<file path="src/utf8_to_codepoint_decoder_assert.svh">
// ---------------------------------------------------------------------------
// UTF-8 decoder assertion macros
// Shorthand for the concurrent checks kept at the end of the top level.
// The using scope must provide clk and rst.
// ---------------------------------------------------------------------------
`ifndef UTF8_TO_CODEPOINT_DECODER_ASSERT_SVH
`define UTF8_TO_CODEPOINT_DECODER_ASSERT_SVH

// Consequent must hold in the same cycle as the antecedent.
`define U2CP_ASSERT_SAME(label, ante, cons, msg) \
  label: assert property (@(posedge clk) disable iff (rst) (ante) |-> (cons)) \
    else $error(msg);

// Consequent must hold in the cycle after the antecedent.
`define U2CP_ASSERT_NEXT(label, ante, cons, msg) \
  label: assert property (@(posedge clk) disable iff (rst) (ante) |=> (cons)) \
    else $error(msg);

`endif

</file>
<file path="src/u2cp_pkg.sv">
// ---------------------------------------------------------------------------
// u2cp_pkg
// Types, constants and the lead byte classifier of the UTF-8 decoder.
// ---------------------------------------------------------------------------
`timescale 1ns / 1ps

package u2cp_pkg;

  // Field widths.
  localparam int BYTE_W = 8;
  localparam int CP_W   = 21;
  localparam int PV_W   = 15;   // gathered bits before the final continuation byte

  // Code point emitted for malformed input.
  localparam logic [CP_W-1:0] REPLACEMENT_CP = 21'h00FFFD;

  // Byte class masks and codes.
  localparam logic [BYTE_W-1:0] ASCII_MASK   = 8'b1000_0000;
  localparam logic [BYTE_W-1:0] CONT_MASK    = 8'b1100_0000;
  localparam logic [BYTE_W-1:0] CONT_CODE    = 8'b1000_0000;
  localparam logic [BYTE_W-1:0] LEAD2_MASK   = 8'b1110_0000;
  localparam logic [BYTE_W-1:0] LEAD2_CODE   = 8'b1100_0000;
  localparam logic [BYTE_W-1:0] LEAD3_MASK   = 8'b1111_0000;
  localparam logic [BYTE_W-1:0] LEAD3_CODE   = 8'b1110_0000;
  localparam logic [BYTE_W-1:0] LEAD4_MASK   = 8'b1111_1000;
  localparam logic [BYTE_W-1:0] LEAD4_CODE   = 8'b1111_0000;
  localparam logic [BYTE_W-1:0] PAYLOAD_MASK = 8'b0011_1111;

  // Job queue geometry.
  localparam int QUEUE_DEPTH = 4;
  localparam int QUEUE_AW    = 2;
  localparam int QUEUE_LW    = 3;

  // One queued job: n_pre replacement results, then value.
  typedef struct packed {
    logic [1:0]      n_pre;
    logic [CP_W-1:0] value;
    logic            eos;
  } u2cp_job_t;

  // Queue status seen by the front and the back.
  typedef struct packed {
    logic full;
    logic empty;
  } u2cp_qstat_t;

  // Outcome of reading a byte as the start of a sequence.
  typedef struct packed {
    logic [1:0]      need;
    logic [PV_W-1:0] pv;
    logic            emit;
    logic [CP_W-1:0] value;
  } u2cp_lead_t;

  // Classify a byte as a lead: ASCII, 2/3/4-byte lead or invalid.
  function automatic u2cp_lead_t lead_decode(input logic [BYTE_W-1:0] b);
    u2cp_lead_t r;
    r = '0;
    if ((b & ASCII_MASK) == '0) begin
      r.emit  = 1'b1;
      r.value = {{(CP_W-BYTE_W){1'b0}}, b};
    end else if ((b & LEAD2_MASK) == LEAD2_CODE) begin
      r.need = 2'd1;
      r.pv   = {{(PV_W-5){1'b0}}, b[4:0]};
    end else if ((b & LEAD3_MASK) == LEAD3_CODE) begin
      r.need = 2'd2;
      r.pv   = {{(PV_W-4){1'b0}}, b[3:0]};
    end else if ((b & LEAD4_MASK) == LEAD4_CODE) begin
      r.need = 2'd3;
      r.pv   = {{(PV_W-3){1'b0}}, b[2:0]};
    end else begin
      r.emit  = 1'b1;
      r.value = REPLACEMENT_CP;
    end
    return r;
  endfunction

endpackage

</file>
<file path="src/u2cp_ifs.sv">
// ---------------------------------------------------------------------------
// u2cp interfaces
// Valid/ready channels for incoming bytes and outgoing code points.
// ---------------------------------------------------------------------------
`timescale 1ns / 1ps

// Byte channel: one raw byte with its end-of-string mark per item.
interface u2cp_byte_if;
  logic       valid;
  logic       ready;
  logic [7:0] byte_in;
  logic       end_of_string;

  modport source (output valid, output byte_in, output end_of_string, input ready);
  modport sink   (input valid, input byte_in, input end_of_string, output ready);
endinterface

// Code point channel: one decoded code point with its run and string marks.
interface u2cp_point_if;
  logic        valid;
  logic        ready;
  logic [20:0] code_point;
  logic        last_of_run;
  logic        last_of_string;

  modport source (output valid, output code_point, output last_of_run,
                  output last_of_string, input ready);
  modport sink   (input valid, input code_point, input last_of_run,
                  input last_of_string, output ready);
endinterface

</file>
<file path="src/u2cp_front.sv">
// ---------------------------------------------------------------------------
// u2cp_front
// Accepts bytes, tracks the pending sequence and turns each byte into at
// most one job for the queue.
// ---------------------------------------------------------------------------
`timescale 1ns / 1ps

module u2cp_front (
  input  logic                clk,
  input  logic                rst,
  u2cp_byte_if.sink           text,
  input  logic                q_full,
  output logic                push,
  output u2cp_pkg::u2cp_job_t job,
  output logic                pending
);

  logic [1:0]                  needed;
  logic [1:0]                  needed_next;
  logic [1:0]                  taken;
  logic [1:0]                  taken_next;
  logic [u2cp_pkg::PV_W-1:0]   pv;
  logic [u2cp_pkg::PV_W-1:0]   pv_next;
  u2cp_pkg::u2cp_lead_t        lead;
  logic                        is_cont;
  logic                        lead_emits;
  logic                        emit;
  logic                        fire;

  // A byte is taken whenever the queue has room for its job.
  assign text.ready = !q_full;
  assign fire       = text.valid && text.ready;
  assign push       = fire && emit;
  assign pending    = (needed != 2'd0);

  // Decode the byte against the pending sequence.
  always_comb begin
    lead        = u2cp_pkg::lead_decode(text.byte_in);
    is_cont     = ((text.byte_in & u2cp_pkg::CONT_MASK) == u2cp_pkg::CONT_CODE);
    lead_emits  = lead.emit || ((lead.need != 2'd0) && text.end_of_string);
    emit        = 1'b0;
    job.n_pre   = 2'd0;
    job.value   = u2cp_pkg::REPLACEMENT_CP;
    job.eos     = text.end_of_string;
    needed_next = needed;
    taken_next  = taken;
    pv_next     = pv;
    if (pending && is_cont) begin
      if (needed == 2'd1) begin
        // Final continuation byte completes the code point.
        emit        = 1'b1;
        job.value   = {pv, text.byte_in[5:0]};
        needed_next = 2'd0;
        taken_next  = 2'd0;
        pv_next     = '0;
      end else begin
        needed_next = needed - 2'd1;
        taken_next  = taken + 2'd1;
        pv_next     = {pv[u2cp_pkg::PV_W-7:0], text.byte_in[5:0]};
        // Cut off at the end of the string: lead plus every continuation.
        if (text.end_of_string) begin
          emit      = 1'b1;
          job.n_pre = taken + 2'd1;
        end
      end
    end else begin
      // Any pending sequence is broken; this byte starts afresh as a lead.
      if (lead_emits) begin
        emit      = 1'b1;
        job.n_pre = pending ? (taken + 2'd1) : 2'd0;
        job.value = lead.emit ? lead.value : u2cp_pkg::REPLACEMENT_CP;
      end else if (pending) begin
        emit      = 1'b1;
        job.n_pre = taken;
      end
      needed_next = lead.need;
      taken_next  = 2'd0;
      pv_next     = lead.pv;
    end
    // The decoder is idle after the last byte of a string.
    if (text.end_of_string) begin
      needed_next = 2'd0;
      taken_next  = 2'd0;
      pv_next     = '0;
    end
  end

  // Sequence state registers.
  always_ff @(posedge clk) begin
    if (rst) begin
      needed <= 2'd0;
      taken  <= 2'd0;
    end else if (fire) begin
      needed <= needed_next;
      taken  <= taken_next;
    end
  end

  // Gathered bits are only read while a sequence is pending.
  always_ff @(posedge clk) begin
    if (fire) begin
      pv <= pv_next;
    end
  end

endmodule

</file>
<file path="src/u2cp_queue.sv">
// ---------------------------------------------------------------------------
// u2cp_queue
// Short job queue between the byte front and the result back.
// ---------------------------------------------------------------------------
`timescale 1ns / 1ps

module u2cp_queue (
  input  logic                  clk,
  input  logic                  rst,
  input  logic                  push,
  input  u2cp_pkg::u2cp_job_t   push_job,
  input  logic                  pop,
  output u2cp_pkg::u2cp_job_t   head,
  output u2cp_pkg::u2cp_qstat_t status
);

  u2cp_pkg::u2cp_job_t             slots [u2cp_pkg::QUEUE_DEPTH];
  logic [u2cp_pkg::QUEUE_AW-1:0]   wr_ptr;
  logic [u2cp_pkg::QUEUE_AW-1:0]   rd_ptr;
  logic [u2cp_pkg::QUEUE_LW-1:0]   level;
  logic [u2cp_pkg::QUEUE_LW-1:0]   level_next;

  // Status and head item.
  assign status.full  = (level == u2cp_pkg::QUEUE_LW'(u2cp_pkg::QUEUE_DEPTH));
  assign status.empty = (level == '0);
  assign head         = slots[rd_ptr];

  always_comb begin
    level_next = level + {{(u2cp_pkg::QUEUE_LW-1){1'b0}}, push}
                       - {{(u2cp_pkg::QUEUE_LW-1){1'b0}}, pop};
  end

  // Pointers and fill level.
  always_ff @(posedge clk) begin
    if (rst) begin
      wr_ptr <= '0;
      rd_ptr <= '0;
      level  <= '0;
    end else begin
      if (push) begin
        wr_ptr <= wr_ptr + u2cp_pkg::QUEUE_AW'(1);
      end
      if (pop) begin
        rd_ptr <= rd_ptr + u2cp_pkg::QUEUE_AW'(1);
      end
      level <= level_next;
    end
  end

  // Job storage.
  always_ff @(posedge clk) begin
    if (push) begin
      slots[wr_ptr] <= push_job;
    end
  end

endmodule

</file>
<file path="src/u2cp_back.sv">
// ---------------------------------------------------------------------------
// u2cp_back
// Expands the job at the queue head into its run of code point items.
// ---------------------------------------------------------------------------
`timescale 1ns / 1ps

module u2cp_back (
  input  logic                clk,
  input  logic                rst,
  input  u2cp_pkg::u2cp_job_t head,
  input  logic                empty,
  output logic                pop,
  u2cp_point_if.source        points
);

  logic [1:0] idx;
  logic       last;
  logic       fire;

  // Replacement items come first, the job's value last.
  assign last                  = (idx == head.n_pre);
  assign points.valid          = !empty;
  assign points.code_point     = last ? head.value : u2cp_pkg::REPLACEMENT_CP;
  assign points.last_of_run    = last;
  assign points.last_of_string = last && head.eos;
  assign fire                  = points.valid && points.ready;
  assign pop                   = fire && last;

  // Position within the current run.
  always_ff @(posedge clk) begin
    if (rst) begin
      idx <= 2'd0;
    end else if (fire) begin
      idx <= last ? 2'd0 : (idx + 2'd1);
    end
  end

endmodule

</file>
<file path="src/utf8_to_codepoint_decoder.sv">
// ---------------------------------------------------------------------------
// utf8_to_codepoint_decoder
// Decodes a UTF-8 byte stream into code points, one byte per cycle. Each
// byte is classified combinationally and yields zero to four items: the
// decoded code point, or U+FFFD for every byte of a malformed or truncated
// sequence, with the offending byte then decoded again as a lead. A byte's
// job is registered in the queue before its first item is offered. The byte
// side sustains one byte per cycle while the result side keeps up; a byte
// that yields more than one item holds the result side until all are taken,
// and the four-job queue between the two sides absorbs such bursts before
// the byte side stalls. last_of_run marks the final item of each byte and
// last_of_string that of the string. No overlong or surrogate checks are made.
// ---------------------------------------------------------------------------
`timescale 1ns / 1ps

`include "utf8_to_codepoint_decoder_assert.svh"

module utf8_to_codepoint_decoder (
  input  logic         clk,
  input  logic         rst,
  u2cp_byte_if.sink    text,
  u2cp_point_if.source points
);

  u2cp_pkg::u2cp_job_t   job;
  u2cp_pkg::u2cp_job_t   head;
  u2cp_pkg::u2cp_qstat_t qstat;
  logic                  push;
  logic                  pop;
  logic                  front_pending;

  // Byte classification and sequence tracking.
  u2cp_front u_front (
    .clk     (clk),
    .rst     (rst),
    .text    (text),
    .q_full  (qstat.full),
    .push    (push),
    .job     (job),
    .pending (front_pending)
  );

  // Job queue between the two sides.
  u2cp_queue u_queue (
    .clk      (clk),
    .rst      (rst),
    .push     (push),
    .push_job (job),
    .pop      (pop),
    .head     (head),
    .status   (qstat)
  );

  // Result expansion.
  u2cp_back u_back (
    .clk    (clk),
    .rst    (rst),
    .head   (head),
    .empty  (qstat.empty),
    .pop    (pop),
    .points (points)
  );

  // The last byte of a string leaves no sequence pending.
  `U2CP_ASSERT_NEXT(a_end_clears, text.valid && text.ready && text.end_of_string, !front_pending, "sequence still pending after end of string")

  // A run that is not finished keeps presenting items.
  `U2CP_ASSERT_NEXT(a_run_holds, points.valid && points.ready && !points.last_of_run, points.valid, "run of items broken off")

  // Items are offered only while the queue holds a job.
  `U2CP_ASSERT_SAME(a_empty_quiet, qstat.empty, !points.valid, "item offered from an empty queue")

endmodule

</file>
<file path="src/flat_wrapper.sv">
// flat-port wrapper written by rule: the top's interface ports become plain ports
module utf8_to_codepoint_decoder_flat 
  (clk, rst, text_valid, text_byte_in, text_end_of_string, text_ready, points_valid, points_code_point, points_last_of_run, points_last_of_string, points_ready);
  u2cp_byte_if text_i ();
  u2cp_point_if points_i ();
  input  logic clk;
  input  logic rst;
  input wire logic [$bits(text_i.valid)-1:0] text_valid;
  input wire logic [$bits(text_i.byte_in)-1:0] text_byte_in;
  input wire logic [$bits(text_i.end_of_string)-1:0] text_end_of_string;
  output wire logic [$bits(text_i.ready)-1:0] text_ready;
  output wire logic [$bits(points_i.valid)-1:0] points_valid;
  output wire logic [$bits(points_i.code_point)-1:0] points_code_point;
  output wire logic [$bits(points_i.last_of_run)-1:0] points_last_of_run;
  output wire logic [$bits(points_i.last_of_string)-1:0] points_last_of_string;
  input wire logic [$bits(points_i.ready)-1:0] points_ready;
  assign text_i.valid = text_valid;
  assign text_i.byte_in = text_byte_in;
  assign text_i.end_of_string = text_end_of_string;
  assign text_ready = text_i.ready;
  assign points_valid = points_i.valid;
  assign points_code_point = points_i.code_point;
  assign points_last_of_run = points_i.last_of_run;
  assign points_last_of_string = points_i.last_of_string;
  assign points_i.ready = points_ready;
  utf8_to_codepoint_decoder u_core (.clk(clk), .rst(rst), .text(text_i), .points(points_i));
endmodule
</file>
<file path="config.mk">
export PLATFORM = sky130hd
export DESIGN_NAME = utf8_to_codepoint_decoder_flat
export DESIGN_NICKNAME = d
export VERILOG_FILES = /design/src/u2cp_pkg.sv /design/src/u2cp_ifs.sv /design/src/u2cp_front.sv /design/src/u2cp_queue.sv /design/src/u2cp_back.sv /design/src/utf8_to_codepoint_decoder.sv /design/src/flat_wrapper.sv
export VERILOG_INCLUDE_DIRS = /design/src /design/src/src
export SDC_FILE = /design/constraint.sdc
export NUM_CORES = 1
export LEC_CHECK = 0
export BUFFER_PORTS_ARGS = -buffer_cell sky130_fd_sc_hd__buf_2
export CORE_ASPECT_RATIO = 1.1
export CORE_MARGIN = 2
export CORE_UTILIZATION = 54
export DETAILED_ROUTE_END_ITERATION = 8
export PLACE_DENSITY = 0.76
export SLEW_MARGIN = 10
export SYNTH_ARGS = -nofsm -noshare
export SYNTH_HDL_FRONTEND = slang
export SYNTH_SLANG_ARGS = --single-unit
</file>
<file path="constraint.sdc">
create_clock -name clk -period 2.98 [get_ports clk]
set_input_delay 0 -clock clk [delete_from_list [all_inputs] [get_ports clk]]
set_output_delay 0 -clock clk [all_outputs]
set_load 0.005 [all_outputs]
</file>
After elaboration in Yosys (flattened, before gate mapping):

Memories as Yosys holds them, arrays and structs flattened. A register that Yosys moved wholly into a read port is not among the register bits.
Cells that the tools add are included.

* flip-flop bits (word level): 28
* memories kept: 1
* output and inout port bits: 25
* bits in writable memories: 96
* logic and storage cells: 72

Memory list
* u_core.u_queue.slots: words 4, width 24, rd ports 1, clocked after Yosys merged registers in 1, wr ports 1, RTL line u2cp_queue.sv:17 `u2cp_pkg::u2cp_job_t slots [u2cp_pkg::QUEUE_DEPTH];`

* eq/ne operators: 7
* add/subtract/negate cells: 7
* mux-type cells: 36
* reductions and logical operators: 14

Operators by type and width (number)
* two-way mux 22 bit: 4
* two-way mux 21 bit: 4
* two-way mux 17 bit: 4
* two-way mux 15 bit: 2
* two-way mux 2 bit: 14
* two-way mux 23 bit: 1
* adder 2 x 1 -> 2 bit, second input constant: 4
* logical NOT 8 bit: 1
* logical AND 1 bit: 7
* two-way mux 1 bit: 7
* == test 3 bit, second input constant: 2
* == test 5 bit, second input constant: 1
* == test 4 bit, second input constant: 1
* nonzero test 2 bit: 2
* adder 3 x 1 -> 3 bit: 1
* logical NOT 3 bit: 1
* subtractor 3 x 1 -> 3 bit: 1
* == test 2 x 1 -> 1 bit, second input constant: 1
* == test 2 bit: 1
* == test 2 bit, second input constant: 1
* logical NOT 1 bit: 2
* subtractor 2 x 1 -> 2 bit, second input constant: 1
* logical OR 1 bit: 1

Logic depth before layout (Yosys ltp):

* depth in word-level cells: 13
* gate-level depth with buffers: 13
* depth with buffers taken out: 12

Modules after synthesis:

Synthesis repeated with hierarchy kept, for this count alone.

* cell total of the unflattened synthesis: 337
* area, all modules: 5413.9 um^2

Modules (own cells, without submodules)
* u2cp_queue: area each 3942.5 um^2, seq. area each 3062.9 um^2, times used 1, cells each 168
* u2cp_front: area each 1156.1 um^2, seq. area each 530.5 um^2, times used 1, cells each 128
* u2cp_back: area each 315.3 um^2, seq. area each 40.0 um^2, times used 1, cells each 41

Least setup slack after synthesis:

OpenSTA, ideal clock, no wires.

* path kind: reg-to-reg
* start: register u_core.u_front.needed[0]
* end: register u_core.u_queue.level[1] (netlist name)
* arrival: 2.640 ns
* stages on the path, launching flop included: 13
* path slack: 0.212 ns
* setup time: 0.128 ns
* period minus slack after synthesis: 2.768 ns
* path through: dfxtp_1 > inv_1 > ha_1 > or4b_1 > clkbuf_1 > o211a_1 > and2_1 > inv_1 > ha_1 > inv_1 > ha_1 > fa_1 > nor2b_1

* cells in the longest elaborated chain, start to end: 7

Ends and longest elaborated chain
* start, declared: RTL line u2cp_front.sv:18 `logic [1:0] needed;`
* start signal, assigned: RTL line u2cp_front.sv:94 `needed <= needed_next;`
* nonzero test 2 bit: RTL line u2cp_front.sv:34 `assign pending = (needed != 2'd0);`
* two-way mux 1 bit: RTL line u2cp_front.sv:72 `end else if (pending) begin`
* two-way mux 1 bit: RTL line u2cp_front.sv:68 `if (lead_emits) begin`
* two-way mux 1 bit *: RTL line u2cp_front.sv:48 `if (pending && is_cont) begin`
* logical AND 1 bit *: RTL line u2cp_front.sv:33 `assign push = fire && emit;`
* adder 3 x 1 -> 3 bit *: RTL line u2cp_queue.sv:29 `level_next = level + {{(u2cp_pkg::QUEUE_LW-1){1'b0}}, push}`
* subtractor 3 x 1 -> 3 bit *: RTL line u2cp_queue.sv:30 `- {{(u2cp_pkg::QUEUE_LW-1){1'b0}}, pop};`
* via u_core.u_queue.level_next, one bit: RTL line u2cp_queue.sv:21 `logic [u2cp_pkg::QUEUE_LW-1:0] level_next;`
* end signal, assigned: RTL line u2cp_queue.sv:46 `level <= level_next;`
* end, declared: RTL line u2cp_queue.sv:20 `logic [u2cp_pkg::QUEUE_LW-1:0] level;`

Mark *: on every way through the listed nets, which the timed path passes. The rest lies on a longest branch.
A chain may end at the register's enable or synchronous reset.

Final worst setup path:

Same ends and word-level chain as after synthesis.

==> flow_summary_export.csv <==
group,metric,value,unit
synth,syn_nets,366,
synth,async_flop_share,0,%
critical_path,path_delay_family,"adder cells",
synth,ys_top_cells_by_count,"edfxtp_1 (111), nand2_1 (27), mux4_2 (24)",
critical_path,required,3.38,ns
sta,tightest_slew,0.7491,ns
sta,clock_skew,0.01214,ns
synth,yosysMostFrequentCell,"edfxtp_1",
clock_tree,cts_setup_buffers,0,
critical_path,crit_path_end,"u_core.u_queue.level[1]",
drt,drc,0,
critical_path,worst-path-stages,11,
drt,vias,3014,
sta,slew_viol_final,0,
critical_path,critPathLaunchType,"flip-flop",
global_route,grt_max_degree,25,
place,place.gp.congestion,0.9162,
critical_path,cp.arrival,3.22,ns
sta,setup_violations,0,
worst_hold_path,worstHoldStart,"text_byte_in[7]",
place,post-place-ws,0.1483,ns
worst_hold_path,min_path_type,"in2reg",
sta,fin_ws,0.1614,ns
global_route,overflow,0,
synth,synth_top_area_share,62.10,%
clock_tree,numCtsBuffers,17,
synth,synth_top_area_cell,"edfxtp_1",
clock_tree,cts-root-buf,"clkbuf_8",
synth,synth_edf_count,111,
floorplan,io_pins,38,
drt,via_per_inst,5.581,
sta,tns,0,ns
clock_tree,htree_levels,4,
critical_path,r2r_cells,11,
global_route,antenna_found_initial,0,
drt,drt_iter0_markers,186,
synth,synth_top_flop_cell,"edfxtp_1",
synth,avgSynthCellArea,15.60,um2
pwr,pwr-share-clk,35.7,%
floorplan,die-area,10750,um2
pwr,swShare,25.29,%
sta,period_needed,2.819,ns
sta,rsz0062_at_grt,"false",
pwr,cellLeakagePower,0.002269,uW
synth,ys_seq_area_share,67.69,%
pwr,pwr-share-seq,44.8,%
drt,wl_per_cell,18.07,um
critical_path,r2r_setup_slack,0.16,ns
sta,post-route-period-util,94.58,%
pwr,netSwitchingPower,1224,uW
synth,synth-warning-count,0,
critical_path,cp_cell_sequence,"inv_1, ha_1, or4b_1, o211a_4, and2_1, inv_1, ha_1, inv_1, ha_1, fa_1, nor2b_1",
floorplan,core_region_area,9794,um2
cells_and_area,regArea,3633,um2
synth,yosysUniqueCellTypes,41,
pwr,pwr_density_cell,764.5,nW/um2
drt,routed_wl,9759,um
sta,hold_violations,0,
floorplan,start_util,54.80,%
run_status,status,"complete, no violations",
pwr,comb_power_share,19.5,%
pwr,intPower,3614,uW
synth,syn_area,5368,um2
clock_tree,clk_pin_slew,0.05,ns
clock_tree,cts_tree,"yes",
critical_path,cp_num_buf_inv,3,
synth,synth_area_leaders,"edfxtp_1 (62%), mux4_2 (10%), dfxtp_1 (5.6%)",
cells_and_area,nets,429,
synth,synthCells,344,
worst_hold_path,hold_depth,3,
cells_and_area,diodes,0,
drt,ant_nets,0,
drt,drt_first_pass_iters,4,
cells_and_area,multi_input_area,1580,um2
critical_path,timing.rr.start,"u_core.u_front.needed[0]",
global_route,grt_pass1_wl,15810,um
critical_path,slowest_delay,0.57,ns
floorplan,rows,38,
critical_path,crit_type,"reg2reg",
sta,max_freq,354.8,MHz
flow_run,cap_violations,0,
global_route,grtUsageTotal,20.04,%
place,port_buffers,37,
critical_path,crit_start,"u_core.u_front.needed[0]",
synth,ys_ff_latch,126,
clock_tree,cts.sink_count,126,
cells_and_area,final.fill_count,702,
global_route,grt_pass1_vias,3082,
floorplan,fp.dieH,108.6,um
critical_path,reg2reg_to,"u_core.u_queue.level[1]",
cells_and_area,drive_gt1_share,24.29,%
pwr,ir_worst_vdd,0.5204,mV
floorplan,die_w,99.06,um
cells_and_area,areaGrowthSynthToFinish,17.90,%
clock_tree,cts_max_path_buffers,2,
clock_tree,insertion_delay,0.51,ns
place,dpl.hpwl,6291,um
critical_path,critPathMaxFanout,9,
cells_and_area,post-route-util,64.61,%
critical_path,slowest_stage,"or4b_1",
critical_path,end_kind,"flip-flop",
sta,slew_headroom,49.87,%
## state kept, by name (all words and copies together), names as in the netlist, named ones only
register               flops
u_core.u_back.idx          2
u_core.u_front.needed      2
u_core.u_front.pv         15
u_core.u_front.taken       2
u_core.u_queue.level       3
u_core.u_queue.rd_ptr      2
u_core.u_queue.slots      96
u_core.u_queue.wr_ptr      2
## worst register-to-register path, cell delays in order, from the launching register on
cell and delay [ns]:
dfxtp_1 0.37, inv_1 0.06, ha_1 0.25, or4b_1 0.57, o211a_4 0.29, and2_1 0.14
inv_1 0.05, ha_1 0.21, inv_1 0.05, ha_1 0.16, fa_1 0.42, nor2b_1 0.14
## logic make-up (layout without fill, tap and decap cells)
group	after synthesis	in the layout	share of synthesized area (%)
AO/OA/AOI/OAI	30	30	3.427
XOR/XNOR	4	4	0.6528
adder cells (fa/ha/maj)	9	9	2.238
buffers and inverters	33	109	3.007
flip-flops	126	126	67.69
multiplexers	27	27	10.70
AND/OR/NAND/NOR	115	115	12.28
## power by group through the flow
| stage | sequential [uW] | clock, uW | combinational (uW) |
|---|---|---|---|
| after global placement | 2190 | 0 | 922 |
| after detailed placement | 2200 | 0 | 943 |
| after CTS | 2170 | 1760 | 960 |
| after global routing | 2180 | 1840 | 1060 |
| after floorplan | 2170 | 0 | 685 |
| final | 2170 | 1730 | 945 |
## placed cells by master (no fill, tap or decap), types with 4 or more instances in the layout
cell,synthesis,layout
or3_1,17,17
mux4_2,24,24
dlygate4sd3_1,0,12
dfxtp_1,15,15
edfxtp_1,111,111
clkinv_1,0,8
inv_1,14,14
clkbuf_16,0,16
buf_2,3,37
nand2_1,27,27
a21oi_1,14,14
nor2_1,9,9
nor2b_1,13,13
and2_1,19,19
ha_1,8,8
buf_4,1,14
and3_1,6,6
nand2b_1,7,7
o21ai_0,5,5
clkinv_2,0,4
## routing by layer
metal | GRT usage (%) | up-vias | wire, um
met3 | 5.495 | 6 | 472
met5 | 0 | - | 0
li1 | - | 1426 | -
met2 | 33.88 | 79 | 5153
met1 | 24.55 | 1503 | 4052
met4 | 8.219 | 0 | 80
## through the flow
stage	power [uW]	std cells	instance area [um2]	hold WS [ns]
after floorplan	2859	344	5368	0.07161
after global placement	3111	496	5699	0.3172
after detailed placement	3143	496	5699	0.3051
after CTS	4887	540	6321	0.008565
after global routing	5077	540	6329	0.07914
final	4838	540	6329	0.03935
## final cells by class
type / count / area share [%]
flip-flops and latches: 126 / 57.41
multi-input cells: 185 / 24.97
clock buffers: 19 / 6.663
repair buffers: 63 / 6.485
well taps: 120 / 2.372
clock inverters: 13 / 1.265
inverters: 14 / 0.8304
## worst min-delay path by stage
stage	slack (ns)	to
after floorplan	0.07	u_core.u_queue.level[0]
after global placement	0.32	u_core.u_front.pv[1]
after detailed placement	0.31	u_core.u_front.pv[1]
after CTS	0.009	u_core.u_queue.slots[1][7]
after global routing	0.08	u_core.u_front.pv[0]
final	0.04	u_core.u_queue.slots[1][7]
## timing repair
action	in CTS	in global routing
hold endpoints to repair	51	0
gates resized for setup	0	2
setup endpoints to repair	0	2
hold buffers	12	0
Note: power is estimated with default switching activity, not from simulation.
